$ cat src/rtl/iqsp_pkg.sv
// ----------------------------------------------------------------------------
// iqsp_pkg: shared constants for the I/Q sample projector
// CORDIC step count, angle table and log-to-dB constants.
// ----------------------------------------------------------------------------
package iqsp_pkg;

  localparam int CORDIC_STAGES = 16;
  localparam int CNT_W         = $clog2(CORDIC_STAGES);
  localparam int LOG_FRAC      = 24;
  // 10*log10(2) in Q30
  localparam logic signed [32:0] DB_COEF = 33'sd3232284966;

  // atan(2^-i) as a binary angle, 2^31 = pi
  function automatic logic [31:0] atan_angle(input logic [4:0] idx);
    logic [31:0] a;
    case (idx)
      5'd0:    a = 32'd536870912;
      5'd1:    a = 32'd316933406;
      5'd2:    a = 32'd167458907;
      5'd3:    a = 32'd85004756;
      5'd4:    a = 32'd42667331;
      5'd5:    a = 32'd21354465;
      5'd6:    a = 32'd10679838;
      5'd7:    a = 32'd5340245;
      5'd8:    a = 32'd2670163;
      5'd9:    a = 32'd1335087;
      5'd10:   a = 32'd667544;
      5'd11:   a = 32'd333772;
      5'd12:   a = 32'd166886;
      5'd13:   a = 32'd83443;
      5'd14:   a = 32'd41721;
      5'd15:   a = 32'd20860;
      5'd16:   a = 32'd10430;
      5'd17:   a = 32'd5215;
      5'd18:   a = 32'd2607;
      5'd19:   a = 32'd1303;
      5'd20:   a = 32'd651;
      5'd21:   a = 32'd325;
      5'd22:   a = 32'd162;
      5'd23:   a = 32'd81;
      default: a = 32'd0;
    endcase
    return a;
  endfunction

endpackage

$ cat src/rtl/iqsp_log.sv
// ----------------------------------------------------------------------------
// iqsp_log: power to dB through log2 by repeated squaring
// Normalize one bit a cycle, then one shared 31x31 squarer per fraction bit.
// ----------------------------------------------------------------------------
module iqsp_log (
  input  logic               clk,
  input  logic               rst,
  input  logic               start,
  input  logic [31:0]        pwr,
  output logic               done,
  output logic signed [25:0] db
);
  import iqsp_pkg::*;

  localparam logic [2:0] L_IDLE = 3'd0;
  localparam logic [2:0] L_NORM = 3'd1;
  localparam logic [2:0] L_SQ   = 3'd2;
  localparam logic [2:0] L_UPD  = 3'd3;
  localparam logic [2:0] L_MUL  = 3'd4;
  localparam logic [2:0] L_OUT  = 3'd5;

  localparam logic signed [64:0] RND = 65'sd1 <<< 37;

  logic [2:0]  state;
  logic [31:0] mw;
  logic [4:0]  n;
  logic [30:0] m;
  logic [61:0] prod;
  logic [LOG_FRAC-1:0] frac;
  logic [4:0]  cnt;
  logic signed [64:0] prod2;

  logic [31:0]        t;
  logic signed [6:0]  ne;
  logic signed [31:0] lg;
  logic signed [64:0] rnd;

  always_comb begin
    t   = prod[61:30];
    ne  = $signed({2'b00, n}) - 7'sd30;
    lg  = {ne[6], ne, frac};
    rnd = (prod2 + RND) >>> 38;
  end

  always_ff @(posedge clk) begin
    if (rst) begin
      state <= L_IDLE;
      done  <= 1'b0;
    end else begin
      done <= 1'b0;
      unique case (state)
        L_IDLE: begin
          if (start) begin
            mw    <= pwr;
            n     <= 5'd31;
            cnt   <= '0;
            state <= L_NORM;
          end
        end
        L_NORM: begin
          if (mw[31]) begin
            m     <= mw[31:1];
            state <= L_SQ;
          end else begin
            mw <= mw << 1;
            n  <= n - 1'b1;
          end
        end
        L_SQ: begin
          prod  <= m * m;
          state <= L_UPD;
        end
        L_UPD: begin
          frac <= {frac[LOG_FRAC-2:0], t[31]};
          m    <= t[31] ? t[31:1] : t[30:0];
          cnt  <= cnt + 1'b1;
          state <= (cnt == 5'(LOG_FRAC - 1)) ? L_MUL : L_SQ;
        end
        L_MUL: begin
          prod2 <= lg * DB_COEF;
          state <= L_OUT;
        end
        L_OUT: begin
          db    <= rnd[25:0];
          done  <= 1'b1;
          state <= L_IDLE;
        end
        default: state <= L_IDLE;
      endcase
    end
  end

endmodule

$ cat config.mk
export PLATFORM = sky130hd
export DESIGN_NAME = iqsp_log
export DESIGN_NICKNAME = d
export VERILOG_FILES = /design/src/rtl/iqsp_pkg.sv /design/src/rtl/iqsp_log.sv
export SDC_FILE = /design/constraint.sdc
export NUM_CORES = 2
export LEC_CHECK = 0
export BUFFER_PORTS_ARGS = -buffer_cell sky130_fd_sc_hd__buf_2
export CORE_ASPECT_RATIO = 0.7
export CORE_MARGIN = 2
export CORE_UTILIZATION = 50
export CTS_CLUSTER_SIZE = 8
export DETAILED_ROUTE_END_ITERATION = 8
export GPL_ROUTABILITY_DRIVEN = 0
export PLACE_DENSITY_LB_ADDON = 0.25
export SLEW_MARGIN = 40
export SYNTH_ARGS = -nofsm -noshare
export SYNTH_HDL_FRONTEND = slang
export SYNTH_SLANG_ARGS = --single-unit
$ cat constraint.sdc
create_clock -name clk -period 10.15 [get_ports clk]
set_clock_uncertainty 0.1 [all_clocks]
set_input_delay 1.015 -clock clk [delete_from_list [all_inputs] [get_ports clk]]
set_output_delay 1.015 -clock clk [all_outputs]
set_load 0.01 [all_outputs]
==> impl_metrics.toml <==
[status]
status = "finished, final reports clean"

[final_layout]
final_area_um2 = 49760
fill_cells = 8528
layout-drive-gt1-share_pct = 4.085
fin_nets = 6482
areaGrowthSynthToFinish_pct = 5.337

[synthesis]
syn_area_per_cell_um2 = 9.833
synthesis.instances = 4804
ys_ff_latch = 185
ys_seq_area_share_pct = 11.68
synth_edf_count = 181
syn_area_um2 = 47240
yosysWarnings = 0
ys_dominant_reg_cell = "edfxtp_1"
synthDistinctLibCells = 74
async_flop_share_pct = 0
synth_nets = 6477

[routing]
dr.pass1.iters = 5
first_iter_violations = 2456
via_count = 32058
viasPerCell = 5.281
routed_wl_um = 123900
wl_per_cell_um = 20.41
antenna_left = 0
drc_errors = 0

[floorplanning]
fp.dieH_um = 261.2
die_area_um2 = 96990
io_pins = 62
fp.dieW_um = 371.4
start_util_pct = 50.33
rows = 94
core_area_um2 = 93860

[hold_path]
hp-class = "flip-flop to flip-flop"

[cts]
htree_num_levels = 4
cts_hold_buf = 0
clkSinkCount = 185
clk_path_buf_depth = 2
tritoncts = "done"
clkTransAtPathRegs_ns = 0.08
cts_resized = 0
cts_made_buffers = 17
root_buffer = "clkbuf_16"
insertion_delay_ns = 0.48
postCtsSetupBuffers = 0

[global_route]
antenna_found_initial = 3
grt_pass1_wl_um = 195700
grt_pass1_vias = 33261
grt_overflow = 0
grt_start_max_net_pins = 66
grt_usage_pct = 26.76

[worst_setup_path]
cp_max_fo = 21
cp.required_ns = 10.26
start_kind = "flip-flop"
path_class = "flip-flop to flip-flop"
crit_arrival_ns = 8.89
end_kind = "flip-flop"

[timing]
drv_slew = 0
rsz0062_at_grt = "false"
final-hold-violation-count = 0
slew_headroom_pct = 42.63
fin_tns_setup_ns = 0
finalSetupViolCount = 0
max_freq_ghz = 0.1140
worstMarginPinSlew_ns = 0.8584
fin_crit_sh_pct = 86.44
fin_crit_ns = 8.774
timing.final.ws_setup_ns = 1.376

[place]
dpl_cell_area_um2 = 49070
pre_cts_ws_ns = 1.628
port_buffers = 61
hpwlAfterDp_um = 105900

[job]
drv_cap = 0
synth_stat cells (36+ instances only):
library cell     n  area (µm²)
o21ai_0        124       620.6
fa_1           967       19360
ha_1           671        8396
nor2_1         101       379.1
nand2_1        431        1618
nand3_1         36       180.2
and2_1         206        1289
a21oi_1        115       575.6
edfxtp_1       181        5435
clkbuf_1       124       465.5
inv_1         1374        5157
a21o_1          60       450.4
xor2_1          41       359.1
xnor2_1         72       630.6
cell type report:
type	instances	area (µm²)	area share (%)
Antenna cell	1	2.502	0.005029
Clock buffer	19	442.9	0.8901
Clock inverter	13	202.7	0.4073
Inverter	1375	5161	10.37
Multi-Input combinational cell	3107	36070	72.49
Sequential cell	185	5515	11.08
Tap cell	1248	1562	3.138
Timing Repair Buffer	123	804.5	1.617
layout by cell type, fill, tap and decap left out, types with 60 or more instances in the layout:
cell type / count
a21o_1: 60
a21oi_1: 115
and2_1: 206
buf_2: 61
edfxtp_1: 181
fa_1: 967
ha_1: 671
inv_1: 1374
nand2_1: 431
nor2_1: 98
o21ai_0: 124
xnor2_1: 72
metrics by stage:
stage / util [%] / hold slack, ns / instances
after floorplan: - / 0.3244 / 4804
after global placement: 52.22 / 0.3797 / 6030
after detailed placement: 52.29 / 0.3781 / 6035
after CTS: 52.98 / 0.3956 / 6067
after global routing: 53.02 / 0.4098 / 6071
final: 53.02 / 0.3843 / 6071
sequential cells by signal (all words and copies together), names as in the netlist:
name and flops:
cnt 5, db 26, done 1, frac 24, m 31, mw 32
n 5, prod 32, prod2 26, state 3
worst max-delay path: stages, from the launching register on:
cell	delay (ns)
edfxtp_1	0.84
buf_4	0.44
and2_1	0.24
inv_1	0.07
fa_1	0.46
fa_1	0.55
inv_1	0.05
fa_1	0.47
fa_1	0.57
fa_1	0.43
fa_1	0.47
fa_1	0.51
inv_1	0.05
fa_1	0.47
inv_1	0.04
ha_1	0.37
inv_1	0.13
nor2_1	0.06
a221oi_1	0.54
o21bai_1	0.19
o2111ai_1	0.57
nand2_1	0.22
a211oi_2	0.34
o21ai_0	0.16
xor2_1	0.17
worst paths after layout:
kind	from	endpoint	slack (ns)	cells after the start
max	m[18]	prod[57]	1.38	24
min	prod[61]	frac[0]	0.38	0
max reg2reg	m[18]	prod[57]	1.38	24
min reg2reg	prod[61]	frac[0]	0.38	0
routing by layer:
metal / part of all wire, % / vias to the layer above / global-route usage, % / wire (µm)
li1: - / 14616 / - / -
met1: 49 / 16119 / 43.43 / 60370
met2: 40 / 1246 / 36.69 / 49140
met3: 10 / 77 / 6.392 / 12910
met4: 1.2 / 0 / 3.427 / 1486
met5: 0 / - / 0 / 0
cells by family after synthesis:
| kind of cell | synth area share, % |
|---|---|
| xor gates and xnor gates | 2.095 |
| AOI/OAI and AO/OA | 5.642 |
| adders and majority gates | 58.75 |
| buffers and inverters | 12.04 |
| muxes | 0.7655 |
| and+or+nand+nor | 9.032 |
| DFF | 11.68 |
Power is not shown: default switching activity piles up to over one toggle a cycle in this logic, so the estimate is an artifact.
