<file path="config.mk">
export PLATFORM = sky130hd
export DESIGN_NAME = iqsp_cordic
export DESIGN_NICKNAME = d
export VERILOG_FILES = /design/src/rtl/iqsp_pkg.sv /design/src/rtl/iqsp_cordic.sv
export SDC_FILE = /design/constraint.sdc
export NUM_CORES = 1
export LEC_CHECK = 0
export BUFFER_PORTS_ARGS = -buffer_cell sky130_fd_sc_hd__clkbuf_2
export CAP_MARGIN = 20
export CORE_AREA = 2 2 181 183
export DETAILED_ROUTE_END_ITERATION = 8
export DIE_AREA = 0 0 183 185
export GPL_TIMING_DRIVEN = 0
export HOLD_SLACK_MARGIN = 0.02
export PLACE_DENSITY = 0.77
export SYNTH_ARGS = -nofsm -noshare
export SYNTH_HDL_FRONTEND = slang
export SYNTH_SLANG_ARGS = --single-unit
</file>
<file path="constraint.sdc">
create_clock -name clk -period 6.5 [get_ports clk]
set_input_delay 0.325 -clock clk [delete_from_list [all_inputs] [get_ports clk]]
set_output_delay 0.325 -clock clk [all_outputs]
set_load 0.01 [all_outputs]
</file>
<file path="src/rtl/iqsp_pkg.sv">
// ----------------------------------------------------------------------------
// iqsp_pkg: shared constants for the I/Q sample projector
// CORDIC step count, angle table and log-to-dB constants.
// ----------------------------------------------------------------------------
package iqsp_pkg;

  localparam int CORDIC_STAGES = 16;
  localparam int CNT_W         = $clog2(CORDIC_STAGES);
  localparam int LOG_FRAC      = 24;
  // 10*log10(2) in Q30
  localparam logic signed [32:0] DB_COEF = 33'sd3232284966;

  // atan(2^-i) as a binary angle, 2^31 = pi
  function automatic logic [31:0] atan_angle(input logic [4:0] idx);
    logic [31:0] a;
    case (idx)
      5'd0:    a = 32'd536870912;
      5'd1:    a = 32'd316933406;
      5'd2:    a = 32'd167458907;
      5'd3:    a = 32'd85004756;
      5'd4:    a = 32'd42667331;
      5'd5:    a = 32'd21354465;
      5'd6:    a = 32'd10679838;
      5'd7:    a = 32'd5340245;
      5'd8:    a = 32'd2670163;
      5'd9:    a = 32'd1335087;
      5'd10:   a = 32'd667544;
      5'd11:   a = 32'd333772;
      5'd12:   a = 32'd166886;
      5'd13:   a = 32'd83443;
      5'd14:   a = 32'd41721;
      5'd15:   a = 32'd20860;
      5'd16:   a = 32'd10430;
      5'd17:   a = 32'd5215;
      5'd18:   a = 32'd2607;
      5'd19:   a = 32'd1303;
      5'd20:   a = 32'd651;
      5'd21:   a = 32'd325;
      5'd22:   a = 32'd162;
      5'd23:   a = 32'd81;
      default: a = 32'd0;
    endcase
    return a;
  endfunction

endpackage

</file>
<file path="src/rtl/iqsp_cordic.sv">
// ----------------------------------------------------------------------------
// iqsp_cordic: iterative vectoring CORDIC
// One micro-rotation per cycle through a shared shifter per axis; angle out in (-pi, pi].
// ----------------------------------------------------------------------------
module iqsp_cordic (
  input  logic               clk,
  input  logic               rst,
  input  logic               start,
  input  logic signed [15:0] re,
  input  logic signed [15:0] im,
  output logic               done,
  output logic signed [32:0] angle
);
  import iqsp_pkg::*;

  localparam logic signed [33:0] PI_A   = 34'sh0_8000_0000;
  localparam logic signed [33:0] HALF_A = 34'sh0_4000_0000;
  localparam logic signed [33:0] TWO_PI = 34'sh1_0000_0000;

  logic                    busy;
  logic        [CNT_W-1:0] cnt;
  logic signed [35:0]      x, y;
  logic signed [33:0]      z;

  logic signed [35:0] x0, y0, xi, yi, xs, ys, x_next, y_next;
  logic signed [33:0] zi, at, z_next, z_wrap;

  always_comb begin
    x0 = {{5{re[15]}}, re, 15'b0};
    y0 = {{5{im[15]}}, im, 15'b0};
    xi = x0;
    yi = y0;
    zi = '0;
    if (x0 < 0) begin
      if (y0 >= 0) begin
        xi = y0;
        yi = -x0;
        zi = HALF_A;
      end else begin
        xi = -y0;
        yi = x0;
        zi = -HALF_A;
      end
    end
    xs = x >>> cnt;
    ys = y >>> cnt;
    at = {2'b00, atan_angle(5'(cnt))};
    if (y >= 0) begin
      x_next = x + ys;
      y_next = y - xs;
      z_next = z + at;
    end else begin
      x_next = x - ys;
      y_next = y + xs;
      z_next = z - at;
    end
    if (z_next > PI_A)
      z_wrap = z_next - TWO_PI;
    else if (z_next <= -PI_A)
      z_wrap = z_next + TWO_PI;
    else
      z_wrap = z_next;
  end

  always_ff @(posedge clk) begin
    if (rst) begin
      busy <= 1'b0;
      done <= 1'b0;
      cnt  <= '0;
    end else begin
      done <= 1'b0;
      if (start) begin
        if (re == 16'sd0 && im == 16'sd0) begin
          // zero sample: phase taken as 0
          angle <= '0;
          done  <= 1'b1;
        end else begin
          x    <= xi;
          y    <= yi;
          z    <= zi;
          cnt  <= '0;
          busy <= 1'b1;
        end
      end else if (busy) begin
        x   <= x_next;
        y   <= y_next;
        z   <= z_next;
        cnt <= cnt + 1'b1;
        if (cnt == CNT_W'(CORDIC_STAGES - 1)) begin
          busy  <= 1'b0;
          done  <= 1'b1;
          angle <= z_wrap[32:0];
        end
      end
    end
  end

endmodule

</file>
==> results.md <==
- Hold Crit Class: in2reg
- Pin count of the biggest net entering global routing: 35
- Register area share after synthesis: 0.269
- Leakage power total: 8.20 nW
- Final core utilization: 0.646
- CTS sink count: about 180
- Critical path's most frequent cell: or4_4
- Grt ovf: 0
- Clk slew on worst S/H paths: about 0.080 ns
- Root Driver: clkbuf_16
- Vias/cell: 6.67
- Syn Std Cell Area: 0.0182 mm2
- Worst hold margin: ~0.13 ns
- Setup ws final: -0.194 ns
- RePlAce Congestion: around 1.0
- GRT met3 Usage: 0.0954
- Antenna violations before repair: 1
- Delay of the slowest critical-path stage: 0.55 ns
- CTS Buf Count: 17
- Final wirelength: about 65 mm
- Post-synth cell types: 87
- IO Port Bufs: 66
- Synth top area cells: edfxtp_1 23%, ha_1 8.0%, mux4_2 7.2%
- Starting Density: 0.568
- CP Launch Point: at[9]
- CP cell instances: or4_4 -> or3_4 -> nor2_4 -> nand3b_1 -> or4_4 -> or4_4 -> or4_4 -> nand2_1 -> xnor2_1 -> ha_1 -> a21o_1 -> a211o_1 -> nand2_2 -> nand4_1 -> nor4bb_1 -> nand4_1 -> nor4b_4 -> nand4b_1 -> nand4b_1 -> o41a_1 -> a21bo_1 -> o31ai_1
- Syn_nets: around 2.2k
- Period utilisation layout: 1.03
- Post-synth EDFFs: about 140
- Layout cells sized above 1: 0.163
- Final ANT Viol Nets: 0
- I/O Pins: 69
- HP Start: rst
- Async set or reset register ratio after synthesis: 0
- Failing checks: setup timing
- Die Y: 185 um
- Synth cell count leaders: 229 x nand2_1, 199 x nor2_1, 149 x o21ai_0, 142 x a21oi_1, 139 x edfxtp_1
- Relative slew slack: 0.171
- Drt first-iter violations: 2012
- Top-count cell post-synth: nand2_1
- Die Wd: 183 um
- Worst EP required: between 6 and 7 ns
- Crit start category: flop
- RR Startpoint: at[9]
- Met2 Resource Use GR: 0.558
- Setup violators final: 1
- CTS tree: yes
- Worst setup EP type: flop
- Syn. warnings: 0
- Pwr Density: 317 mW/mm2
- Area leader, netlist: edfxtp_1
- Run status: finished with violations
- Critical setup path kind: reg2reg
- Drt first pass iters: 6
- Post-Syn Instances: 2092
- RSZ-0062 raised after global routing: yes
- Main synth FF type: edfxtp_1
- DP HPWL: 49.9 mm
- Critical Path AT: 6.88 ns
- Post-Route Skew: ~0.025 ns
- Drt wl/cell: approximately 25 um
- Gr usage total: 0.378
- Longest Clk Path Bufs: 2
- Peak Freq: 0.149 GHz
- GR peak layer: met2
- Largest fanout on the critical path: 4
- Max Cap Viol: 0
- Met1 Use GR: 0.520
- Final Max Slew Viols: 0
- Post-synth top area share: 0.229
- Fin. Hold Viols: 0
- Register bit total from synthesis: ~180
- Slowest stage cell, crit path: or4_4
- Clk Latency, worst-skew pair: ~0.48 ns
- DIE AREA: ~0.034 mm2
- Mean post-synth cell area: between 8 and 9 um2
- DR vias: 17.5k
- Core Region: ~0.032 mm2
- Area grow syn2layout: 13.7%
- # rows: 66
- Measured slew at the worst slew-check pin: about 1.2 ns
- Worst VDD drop: roughly 0.22 mV
- Nets: approximately 2.4k
- First-pass GRT wire length: 96.1 mm
- Fin crit period: approximately 6.7 ns
- DRC Markers: 0
- CTS HTree Levels: 4
- Number of diodes: 0
- Vias in the first global route: 16.4k
## metal layers
layer  wire length (um)  share of wire
met2              27400           0.42
met4               2780          0.043
met5                  0              0
met3               7040           0.11
met1              27400           0.42
## cells by family after synthesis
logic type / Yosys count / synth area share
AO/OA/AOI/OAI: 572 / 0.201
buffers and inverters: 172 / 0.0392
flip-flops: 175 / 0.269
XOR/XNOR: 202 / 0.0972
multiplexers: 162 / 0.132
AND/OR/NAND/NOR: 689 / 0.178
adder cells (fa/ha/maj): 120 / 0.0836
## per-stage QoR
stage          power [mW]  instance area [um2]  worst slack (ns)  setup TNS (ns)  instances
2_1_floorplan        4.24                18200           0.00596               0       2092
3_3_place_gp         5.04                19100             -2.81         -334.82       2566
6_report             6.56                20700            -0.194          -0.194       2626
3_5_place_dp         5.13                19200             -1.92          -40.02       2570
5_1_grt              6.95                20700            -0.377          -0.509       2626
4_1_cts              6.32                20200            -0.114          -0.208       2611
## state kept, by name (all words and copies together), names as in the netlist
register	flops
x	36
cnt	4
y	36
angle	33
busy	1
at	30
done	1
z	34
## path summary, 6_finish.rpt
path	slack (ns)	endpoint	cells past startpoint
max	-0.19	angle[32]	22
min	0.13	cnt[0]	2
max reg2reg	-0.19	angle[32]	22
min reg2reg	0.56	busy	2
## repair_timing
item                       4_1_cts  5_1_grt
setup buffers                   13       15
pin swaps                       13       18
setup endpoints to repair       46       24
hold buffers                     0        0
gates resized for setup        113       76
## report_power, final
group	switching (mW)	internal, mW
Sequential	0.175	1.45
Clock	0.560	0.527
Combinational	2.26	1.59
## cell usage in the layout, fill, tap and decap left out, types with 27 or more instances in the layout
cell      instances
buf_4            35
o31ai_1          27
clkbuf_2         69
nand3_1          45
mux4_2           58
nor3_1           38
ha_1            107
nor2_1          194
a21oi_1         132
clkbuf_1         53
o211ai_1         35
xnor2_1         126
o21ai_0         140
xor2_1           72
dfxtp_1          32
edfxtp_1        139
a21o_1           53
mux2i_1          71
nand2_1         228
inv_1            67
## critical path, delay by kind of cell (launching register included)
family,cells,cell delay (ns)
AOI/OAI and AO/OA,5,1.17
xor gates and xnor gates,1,0.20
adders and majority gates,1,0.33
DFF,1,0.34
and+or+nand+nor,15,4.39
## cell type report
cell class / count / area, um2
clock buffer: 17 / 425
clock inverter: 15 / 184
inverter: 68 / 255
timing repair buffer: 99 / 647
tap: 408 / 510
multi-input combinational: 1745 / 13100
buffer: 99 / 662
sequential: 175 / 4900
fill: 2780 / 11300
Power figures use the tool's default switching activity.
