<file path="config.mk">
export PLATFORM = sky130hd
export DESIGN_NAME = iqsp_sqrt
export DESIGN_NICKNAME = d
export VERILOG_FILES = /design/src/rtl/iqsp_pkg.sv /design/src/rtl/iqsp_sqrt.sv
export SDC_FILE = /design/constraint.sdc
export NUM_CORES = 1
export LEC_CHECK = 0
export BUFFER_PORTS_ARGS = -buffer_cell sky130_fd_sc_hd__buf_2
export CAP_MARGIN = 20
export CORE_MARGIN = 4
export CORE_UTILIZATION = 40
export DETAILED_ROUTE_END_ITERATION = 8
export PLACE_DENSITY_LB_ADDON = 0.15
export SLEW_MARGIN = 20
export SYNTH_ARGS = -nofsm -noshare
export SYNTH_HDL_FRONTEND = slang
export SYNTH_SLANG_ARGS = --single-unit
</file>
<file path="constraint.sdc">
create_clock -name clk -period 14.3 [get_ports clk]
set_clock_uncertainty 0.15 [all_clocks]
set_input_delay 2.86 -clock clk [delete_from_list [all_inputs] [get_ports clk]]
set_output_delay 2.86 -clock clk [all_outputs]
set_load 0.005 [all_outputs]
</file>
<file path="src/rtl/iqsp_pkg.sv">
// ----------------------------------------------------------------------------
// iqsp_pkg: shared constants for the I/Q sample projector
// CORDIC step count, angle table and log-to-dB constants.
// ----------------------------------------------------------------------------
package iqsp_pkg;

  localparam int CORDIC_STAGES = 16;
  localparam int CNT_W         = $clog2(CORDIC_STAGES);
  localparam int LOG_FRAC      = 24;
  // 10*log10(2) in Q30
  localparam logic signed [32:0] DB_COEF = 33'sd3232284966;

  // atan(2^-i) as a binary angle, 2^31 = pi
  function automatic logic [31:0] atan_angle(input logic [4:0] idx);
    logic [31:0] a;
    case (idx)
      5'd0:    a = 32'd536870912;
      5'd1:    a = 32'd316933406;
      5'd2:    a = 32'd167458907;
      5'd3:    a = 32'd85004756;
      5'd4:    a = 32'd42667331;
      5'd5:    a = 32'd21354465;
      5'd6:    a = 32'd10679838;
      5'd7:    a = 32'd5340245;
      5'd8:    a = 32'd2670163;
      5'd9:    a = 32'd1335087;
      5'd10:   a = 32'd667544;
      5'd11:   a = 32'd333772;
      5'd12:   a = 32'd166886;
      5'd13:   a = 32'd83443;
      5'd14:   a = 32'd41721;
      5'd15:   a = 32'd20860;
      5'd16:   a = 32'd10430;
      5'd17:   a = 32'd5215;
      5'd18:   a = 32'd2607;
      5'd19:   a = 32'd1303;
      5'd20:   a = 32'd651;
      5'd21:   a = 32'd325;
      5'd22:   a = 32'd162;
      5'd23:   a = 32'd81;
      default: a = 32'd0;
    endcase
    return a;
  endfunction

endpackage

</file>
<file path="src/rtl/iqsp_sqrt.sv">
// ----------------------------------------------------------------------------
// iqsp_sqrt: iterative integer square root
// One result bit per cycle, floor of the exact root.
// ----------------------------------------------------------------------------
module iqsp_sqrt (
  input  logic        clk,
  input  logic        rst,
  input  logic        start,
  input  logic [33:0] val,
  output logic        done,
  output logic [16:0] root
);
  import iqsp_pkg::*;

  logic        busy;
  logic [4:0]  k;
  logic [33:0] x;
  logic [34:0] r;

  logic [34:0] bitv, trial, r_next;
  logic        take;

  always_comb begin
    bitv   = 35'd1 << {k, 1'b0};
    trial  = r + bitv;
    take   = {1'b0, x} >= trial;
    r_next = take ? ((r >> 1) + bitv) : (r >> 1);
  end

  always_ff @(posedge clk) begin
    if (rst) begin
      busy <= 1'b0;
      done <= 1'b0;
      k    <= '0;
    end else begin
      done <= 1'b0;
      if (start) begin
        x    <= val;
        r    <= '0;
        k    <= 5'd16;
        busy <= 1'b1;
      end else if (busy) begin
        if (take)
          x <= x - trial[33:0];
        r <= r_next;
        k <= k - 1'b1;
        if (k == 5'd0) begin
          busy <= 1'b0;
          done <= 1'b1;
          root <= r_next[16:0];
        end
      end
    end
  end

endmodule

</file>
==> impl_results.md, run 1 <==
* Final Slew Violations at 0
* Remaining DRCs at 0
* IO buf count at 54
* Distinct cells, synth at 60
* Combinational share of power at 29.6%
* Crit path required time at 14170 ps
* Register area share after synthesis at 34.4%
* Initial DRC count at 378
* Antenna violations before repair at 0
* Vias per cell at 5.48
* CTS tree: yes
* Final Cycle Share at 48.8%
* Post-Syn Nets at 973
* Leakage at 3.43 nW
* Mapped Cells at 860
* Reg-to-reg slack, setup at 7330 ps
* RSZ-0062 raised after global routing: no
* Initial Utilization at 40.7%
* Worst path max stage delay at 460 ps
* Vias in the first global route at 6109
* Post CTS Setup Buffer Count at 0
* Synth top area share at 32.6%
* Net Switching at 0.276 mW
* Final #Nets at 1015
* Root Driver: clkbuf_16
* Fin worst setup slack at 7330 ps
* Hold/Removal Path Class: reg -> reg
* Die area at 22100 um2
* Post-CTS Resized at 0
* Highest clock rate at 0.143 GHz
* WL final at 19600 um
* Sw Share at 33.3%
* Crit path kind: reg -> reg
* Design Power at 0.828 mW
* GR Util All Layers at 18.0%
* Cell area after synthesis at 7910 um2
* Share of cells above drive strength 1 at 12.0%
* Worst-Margin Slew at 993 ps
* Post-Syn Area per Cell at 9.20 um2
* Antenna viol nets, final at 0
* H-tree depth reported by CTS at 3
* Synth Flop Type: edfxtp_1
* Clock network fraction of design power at 28.6%
* Antenna cells at 0
* CP top delay family: compound AO/OA/AOI/OAI gates
* Via Count at 6423
* Latest clock arrival within the worst-skew pair at 360 ps
* Flop and latch count out of synthesis at 93
* Min Clock Period, post-route at 6970 ps
* Num CTS Buffers at 9
* Most common cell after layout, fill and taps aside: edfxtp_1
* Wire per inst at 16.7 um
* Gp weighted congestion at 0.918
* Sequential share of power at 41.9%
* Worst path bufs/invs at 3
* Layout area overhead at 10.3%
* IO Count at 55
* Area contributors post-synth: edfxtp_1 33%, ha_1 12%, xnor2_1 5.4%
* Cell Pwr Density at 94.8 nW/um2
* Post-place setup slack at 7400 ps
* Critical path endpoint category: flip-flop
* Setup TNS at 0 ps
* First-pass GRT wire length at 31800 um
* TritonRoute pass-1 iters at 5
* Number of flops mapped to enable cells by yosys at 86
* Cell-internal power at 0.552 mW
* Cts hold-fix bufs at 0
* Commonest non-fill, non-tap cells in the layout: 86 x edfxtp_1, 77 x nand2_1, 75 x ha_1
* Remaining Overflow, GRT at 0
* Startpoint types: flip-flop
* Clk sink count at 93
* Die Ht at 149 um
* Clock buffer depth at 2
* Status: completed
* Slew headroom at 32.9%
* Pin count of the biggest net entering global routing at 76
* DP Wirelength at 14800 um
* Final setup viols at 0
* Crit path cell chain: inv_1, ha_1, nand2b_1, nor3_1, ha_1, ha_1, a21oi_1, o21ai_0, a32oi_1, o21ai_0, a21oi_1, o21bai_1, a31o_2, and2_1, xnor2_1, ha_1, and3_1, or3b_1, or3_1, o21a_1, a211o_1, buf_4, a21boi_4, buf_4
* Worst-path clk slew at 80 ps
* Max Fanout on Critical Path at 44
* Synth area leader: edfxtp_1
* Site row count at 51
* CP max-delay cell: a21boi_4
* Die W at 149 um
* Crit path arrival time at 6840 ps
* MaxCap Viol Count at 0
* Final hold violation count at 0
* Core area at 19500 um2
* Ys Warns at 0
* VDD IR max at 0.0000572 V
* Most frequent CP cell: ha_1
* Share of flip-flops with an asynchronous set or reset at 0%
[sequential cells by signal, indices dropped and copies added, names as in the netlist]
signal / count
done: 1
k: 5
x: 34
r: 35
root: 17
busy: 1
[logic make-up (layout without fill, tap and decap cells)]
family	after synthesis	count (layout)	share of synthesized area, %
multiplexers	29	29	3.98
adder cells (fa/ha/maj)	76	76	12.1
buffers and inverters	43	90	2.18
AO/OA/AOI/OAI	242	242	19.5
flip-flops	93	93	34.4
XOR/XNOR	88	88	9.74
AND/OR/NAND/NOR	289	289	18.1
[tightest hold or removal path, stage by stage, from the launching register on]
cell and delay, ps:
dfxtp_1 350, nor2_1 90, a2111oi_0 60
[metal layers]
| layer | global-route usage [%] | share of wire (%) | up-vias |
|---|---|---|---|
| met3 | 1.95 | 2.6 | 19 |
| met5 | 0 | 0 | - |
| li1 | - | - | 3288 |
| met4 | 5.73 | 1.6 | 0 |
| met2 | 30.0 | 47 | 92 |
| met1 | 24.7 | 49 | 3024 |
[power groups by stage]
stage | Clock (mW) | Sequential (mW) | Combinational (mW)
after floorplan | 0 | 0.343 | 0.193
after global placement | 0 | 0.353 | 0.244
after detailed placement | 0 | 0.353 | 0.244
after CTS | 0.242 | 0.347 | 0.246
after global routing | 0.252 | 0.349 | 0.277
final | 0.237 | 0.346 | 0.245
[Yosys cell counts (4+ instances only)]
cell type  instances
nand3_1           18
a211oi_1           9
a31o_2             7
nor2_1            66
and3_1            15
a31oi_1           27
o31ai_1            6
edfxtp_1          86
or2_2              4
a21oi_1           50
xor2_1            39
nand4_1           11
ha_1              75
nand2_1           77
clkbuf_1          21
a21boi_0           7
nor3b_1            4
xnor2_1           49
a21o_1            22
o21bai_1          11
o21a_1             8
nor3_1            21
nand2b_1          13
dfxtp_1            7
inv_1             16
or3_1              8
mux2_2            20
and2_1            14
o21ai_0           66
mux2i_1            9
o211ai_1           4
and4_1             5
nor2b_1           26
[layout make-up]
class | count | area [um2]
inverter | 16 | 60.1
sequential | 93 | 2720
timing repair buffer | 58 | 303
tap | 265 | 332
clock buffer | 10 | 229
multi-input combinational | 724 | 5040
fill | 1936 | 10700
clock inverter | 6 | 47.5
[final timing paths]
check,start,end,depth (start not counted)
setup reg to reg,k[0],x[22],24
hold reg to reg,k[1],k[1],2
setup / recovery,k[0],x[22],24
hold / removal,k[1],k[1],2
[metrics by stage]
stage	util [%]	hold slack [ps]	cells	instance area, um2
detailed placement	43.4	390	1156	8450
finish	44.9	395	1172	8730
global placement	43.4	390	1156	8450
CTS	44.9	401	1172	8730
global route	44.9	445	1172	8730
floorplan	-	349	860	7910
(Power assumes the default switching activity.)
==> run 2, diff against run 1 <==
==> constraint.sdc (replaced) <==
create_clock -name clk -period 6.46 [get_ports clk]
set_clock_uncertainty 0.15 [all_clocks]
set_input_delay 1.292 -clock clk [delete_from_list [all_inputs] [get_ports clk]]
set_output_delay 1.292 -clock clk [all_outputs]
set_load 0.005 [all_outputs]
==> impl_results.md, run 2 (synthesis gave the netlist of run 1 again) <==
* HP Start: k[1]
* Root Driver: clkbuf_16
* Global Route met2 Usage at 29.9%
* Max reg flops at 35
* Post-place setup slack at 673 ps
* Final Cycle Share at 89.6%
* Worst r2r path cells at 21
* Most frequent CP cell: ha_1
* CTS tree: yes
* Slew headroom at 45.1%
* GR Util All Layers at 18.3%
* Met1 Track Usage GR at 25.4%
* Clk sink count at 93
* Final #Nets at 1018
* VDD IR max at 0.000126 V
* Crit path required time at 6430 ps
* H-tree depth reported by CTS at 3
* Wire per inst at 16.9 um
* Reg-to-reg endpoint: r[5]
* MaxCap Viol Count at 0
* Remaining Overflow, GRT at 0
* Die W at 149 um
* Vias in the first global route at 6140
* DP Wirelength at 15200 um
* Post-CTS Resized at 0
* Die Ht at 149 um
* Layer with the highest usage: met2
* Cts hold-fix bufs at 0
* Worst path max stage delay at 650 ps
* Worst hold stages at 2
* IO Count at 55
* First-pass GRT wire length at 32200 um
* Design Power at 1.87 mW
* Commonest non-fill, non-tap cells in the layout: 86 x edfxtp_1, 76 x nand2_1, 68 x ha_1
* Crit path kind: reg -> reg
* Crit path cell chain: nor2_2, and3_1, ha_1, nand2_1, nor4_2, a32oi_2, o21ai_2, a21oi_2, o21bai_1, a31o_2, and2_4, xnor2_1, ha_1, and3_4, or3b_4, or3_1, o21a_1, a211o_1, buf_12, o21ba_2, mux2_2
* RSZ-0062 raised after global routing: no
* Vias per cell at 5.47
* Status: completed
* Reg-to-Reg Start: k[3]
* Min Clock Period, post-route at 5790 ps
* Layout area overhead at 13.9%
* Worst-Margin Slew at 824 ps
* Cell Pwr Density at 207 nW/um2
* Hold/Removal Path Class: reg -> reg
* Antenna cells at 0
* Gp weighted congestion at 0.890
* Fin worst setup slack at 670 ps
* Share of cells above drive strength 1 at 16.3%
* Max Fanout on Critical Path at 44
* Startpoint types: flip-flop
* IO buf count at 54
* Reg-to-reg slack, setup at 670 ps
* Latest clock arrival within the worst-skew pair at 360 ps
* Leakage at 3.50 nW
* Antenna viol nets, final at 0
* Initial Utilization at 40.7%
* Final Slew Violations at 0
* Antenna violations before repair at 0
* GR met3 Demand/Resource at 2.04%
* Remaining DRCs at 0
* Top reg by flops: r
* WL final at 19800 um
* Final setup viols at 0
* TritonRoute pass-1 iters at 5
* Clock buffer depth at 2
* Pin count of the biggest net entering global routing at 48
* Largest regs: r x35, x x34, root x17
* Worst-path clk slew at 70 ps
* Final hold violation count at 0
* Highest clock rate at 0.173 GHz
* Hold endpoint: k[1]
* Post CTS Setup Buffer Count at 0
* Most common cell after layout, fill and taps aside: edfxtp_1
* Via Count at 6428
* Core area at 19500 um2
* Die area at 22100 um2
* CP max-delay cell: dfxtp_1
* Site row count at 51
* Initial DRC count at 385
* Num CTS Buffers at 9
* Critical path endpoint category: flip-flop
* Crit path arrival time at 5760 ps
==> run 2: layout make-up <==
class | count | area [um2]
Fill cell | 1872 | 10500
Multi-Input combinational cell | 724 | 5240
Sequential cell | 93 | 2730
Timing Repair Buffer | 61 | 350
Tap cell | 265 | 332
Clock buffer | 9 | 225
Clock inverter | 7 | 67.6
Inverter | 16 | 65.1
==> run 2: where the power goes <==
group	total (mW)	internal [mW]	switching, mW
logic	0.559	0.249	0.310
clock network	0.539	0.272	0.267
registers	0.770	0.721	0.0489
total	1.87	1.24	0.626
==> run 2: how the worst max path moves through the flow <==
stage           end  cells after the start  from  slack (ps)
2_1_floorplan  x[0]                     22  k[0]       -1120
3_3_place_gp   r[5]                     21  k[4]         760
3_5_place_dp   r[5]                     21  k[4]         670
4_1_cts        r[5]                     21  k[3]         640
5_1_grt        r[5]                     21  k[3]         340
6_report       r[5]                     21  k[3]         670
==> run 2: worst max-delay path, delay by kind of cell, from the launching register on <==
family	cells	cell delay, ps
DFF	1	650
muxes	1	330
adders and majority gates	2	720
buffers and inverters	1	190
xor gates and xnor gates	1	70
AOI/OAI and AO/OA	8	1650
and+or+nand+nor	8	1760
==> run 2: metal layers <==
layer | part of all wire [%] | vias to the layer above
li1 | - | 3304
met1 | 48 | 2995
met2 | 47 | 108
met3 | 3.1 | 21
met4 | 1.6 | 0
met5 | 0 | -
==> run 2: per-stage QoR <==
stage	hold slack [ps]	area [um2]	util (%)	cells	setup TNS [ps]
after floorplan	365	8160	-	860	-37920
after global placement	394	8720	44.8	1159	0
after detailed placement	399	8720	44.8	1159	0
after CTS	410	9010	46.3	1175	0
after global routing	424	9010	46.3	1175	0
final	406	9010	46.3	1175	0
==> run 3, diff against run 2 <==
--- a/config.mk
+++ b/config.mk
@@ -9,6 +9,7 @@
 export CAP_MARGIN = 20
 export CORE_MARGIN = 4
 export CORE_UTILIZATION = 40
+export CTS_BUF_LIST = sky130_fd_sc_hd__clkbuf_4
 export DETAILED_ROUTE_END_ITERATION = 8
 export PLACE_DENSITY_LB_ADDON = 0.15
 export SLEW_MARGIN = 20
==> impl_results.md, run 3 (synthesis gave the netlist of run 1 again) <==
* Status: completed
* Vias per cell at 5.47
* Vias in the first global route at 6102
* IO Count at 55
* Final Cycle Share at 90.0%
* Post-place setup slack at 673 ps
* Hold Slack at 414 ps
* Min Clock Period, post-route at 5820 ps
* Antenna viol nets, final at 0
* Fin worst setup slack at 644 ps
* Final setup viols at 0
* Sequential share of power at 46.3%
* Slew headroom at 44.4%
* Top reg by flops: r
* Remaining Overflow, GRT at 0
* Site row count at 51
* Crit path required time at 6580 ps
* Crit path cell chain: nor2_2, and3_1, ha_1, nand2_1, nor4_2, a32oi_2, o21ai_2, a21oi_2, o21bai_1, a31o_2, and2_4, xnor2_1, ha_1, and3_4, or3b_4, or3_1, o21a_1, a211o_1, buf_12, o21ba_2, mux2_2
* Inst Count DP at 1159
* WL final at 19800 um
* Clk sink count at 93
* GR Util All Layers at 18.1%
* Cell Pwr Density at 188 nW/um2
* CTS tree: yes
* IO buf count at 54
* RSZ-0062 raised after global routing: no
* Die Ht at 149 um
* Critical path endpoint category: flip-flop
* Crit path arrival time at 5940 ps
* Root Driver: clkbuf_4
* Die W at 149 um
* Gp weighted congestion at 0.890
* Wire per inst at 16.8 um
* Post-CTS Resized at 0
* DP Wirelength at 15200 um
* First-pass GRT wire length at 32000 um
* Most frequent CP cell: ha_1
* CP max-delay cell: dfxtp_1
* Initial Utilization at 40.7%
* Core area at 19500 um2
* Worst-path clk slew at 170 ps
* Combinational share of power at 33.6%
* Hold/Removal Path Class: reg -> reg
* Leakage at 3.43 nW
* Die area at 22100 um2
* Highest clock rate at 0.172 GHz
* Largest regs: r x35, x x34, root x17
* Num CTS Buffers at 9
* Most common cell after layout, fill and taps aside: edfxtp_1
* Crit path kind: reg -> reg
* Final #Nets at 1018
* Max reg flops at 35
* Startpoint types: flip-flop
* Final Non-Filler Cells at 1176
* VDD IR max at 0.0000826 V
* Antenna violations before repair at 1
* Latest clock arrival within the worst-skew pair at 500 ps
* Clock buffer depth at 2
* Net Switching at 0.603 mW
* Final Slew Violations at 0
* H-tree depth reported by CTS at 3
* Share of cells above drive strength 1 at 16.3%
* Initial DRC count at 337
* Worst path max stage delay at 680 ps
* MaxCap Viol Count at 0
* Commonest non-fill, non-tap cells in the layout: 86 x edfxtp_1, 76 x nand2_1, 68 x ha_1
* Cts hold-fix bufs at 0
* Final hold violation count at 0
* TritonRoute pass-1 iters at 4
* Post CTS Setup Buffer Count at 0
* Layout area overhead at 11.9%
* Cell-internal power at 1.06 mW
* Clock network fraction of design power at 20.1%
* Remaining DRCs at 0
* Pin count of the biggest net entering global routing at 48
* Max Fanout on Critical Path at 44
* Via Count at 6435
* Sw Share at 36.3%
* Worst-Margin Slew at 834 ps
-- run 3: cell types whose count changed in the layout (fill, tap and decap cells not counted) --
| cell | previous run | this run |
|---|---|---|
| clkbuf_16 | 9 | 0 |
| clkbuf_4 | 0 | 9 |
| diode_2 | 0 | 1 |
-- run 3: critical path, delay by kind of cell, from the launching register on --
kind	cells	cell delay, ps
muxes	1	330
adders and majority gates	2	720
and+or+nand+nor	8	1770
AOI/OAI and AO/OA	8	1650
buffers and inverters	1	200
DFF	1	680
xor gates and xnor gates	1	70
-- run 3: layout make-up --
type                       count  area (um2)
timing repair buffer          61         350
fill                        1895       10600
tap                          265         332
clock inverter                 7        67.6
clock buffer                   9        67.6
inverter                      16        65.1
antenna                        1        2.50
multi-input combinational    724        5240
sequential                    93        2730
-- run 3: per-stage QoR --
stage                     power (mW)  utilization (%)  cell area (um2)  TNS (ps)
after floorplan                 1.21                -             8160    -37920
after global placement          1.34             44.8             8720         0
after detailed placement        1.34             44.8             8720         0
after CTS                       1.68             45.5             8850         0
after global routing            1.78             45.5             8860         0
final                           1.66             45.5             8860         0
-- run 3: power groups by stage --
stage | logic, mW | registers, mW | clock network, mW
2_1_floorplan | 0.446 | 0.761 | 0
3_3_place_gp | 0.560 | 0.783 | 0
3_5_place_dp | 0.560 | 0.783 | 0
4_1_cts | 0.564 | 0.770 | 0.346
5_1_grt | 0.631 | 0.776 | 0.369
6_report | 0.559 | 0.770 | 0.333
-- run 3: per-layer routing --
| layer | vias up | GRT usage, % | part of all wire [%] |
|---|---|---|---|
| met1 | 2999 | 25.3 | 48 |
| li1 | 3304 | - | - |
| met4 | 0 | 5.03 | 1.4 |
| met5 | - | 0 | 0 |
| met2 | 113 | 29.9 | 47 |
| met3 | 19 | 1.89 | 3.1 |
-- run 3: final timing paths --
kind / start / to / slack, ps / cells past startpoint
worst max-delay path: k[3] / r[5] / 640 / 21
worst min-delay path: k[1] / k[1] / 410 / 2
worst max register to register: k[3] / r[5] / 640 / 21
worst min register to register: k[1] / k[1] / 410 / 2
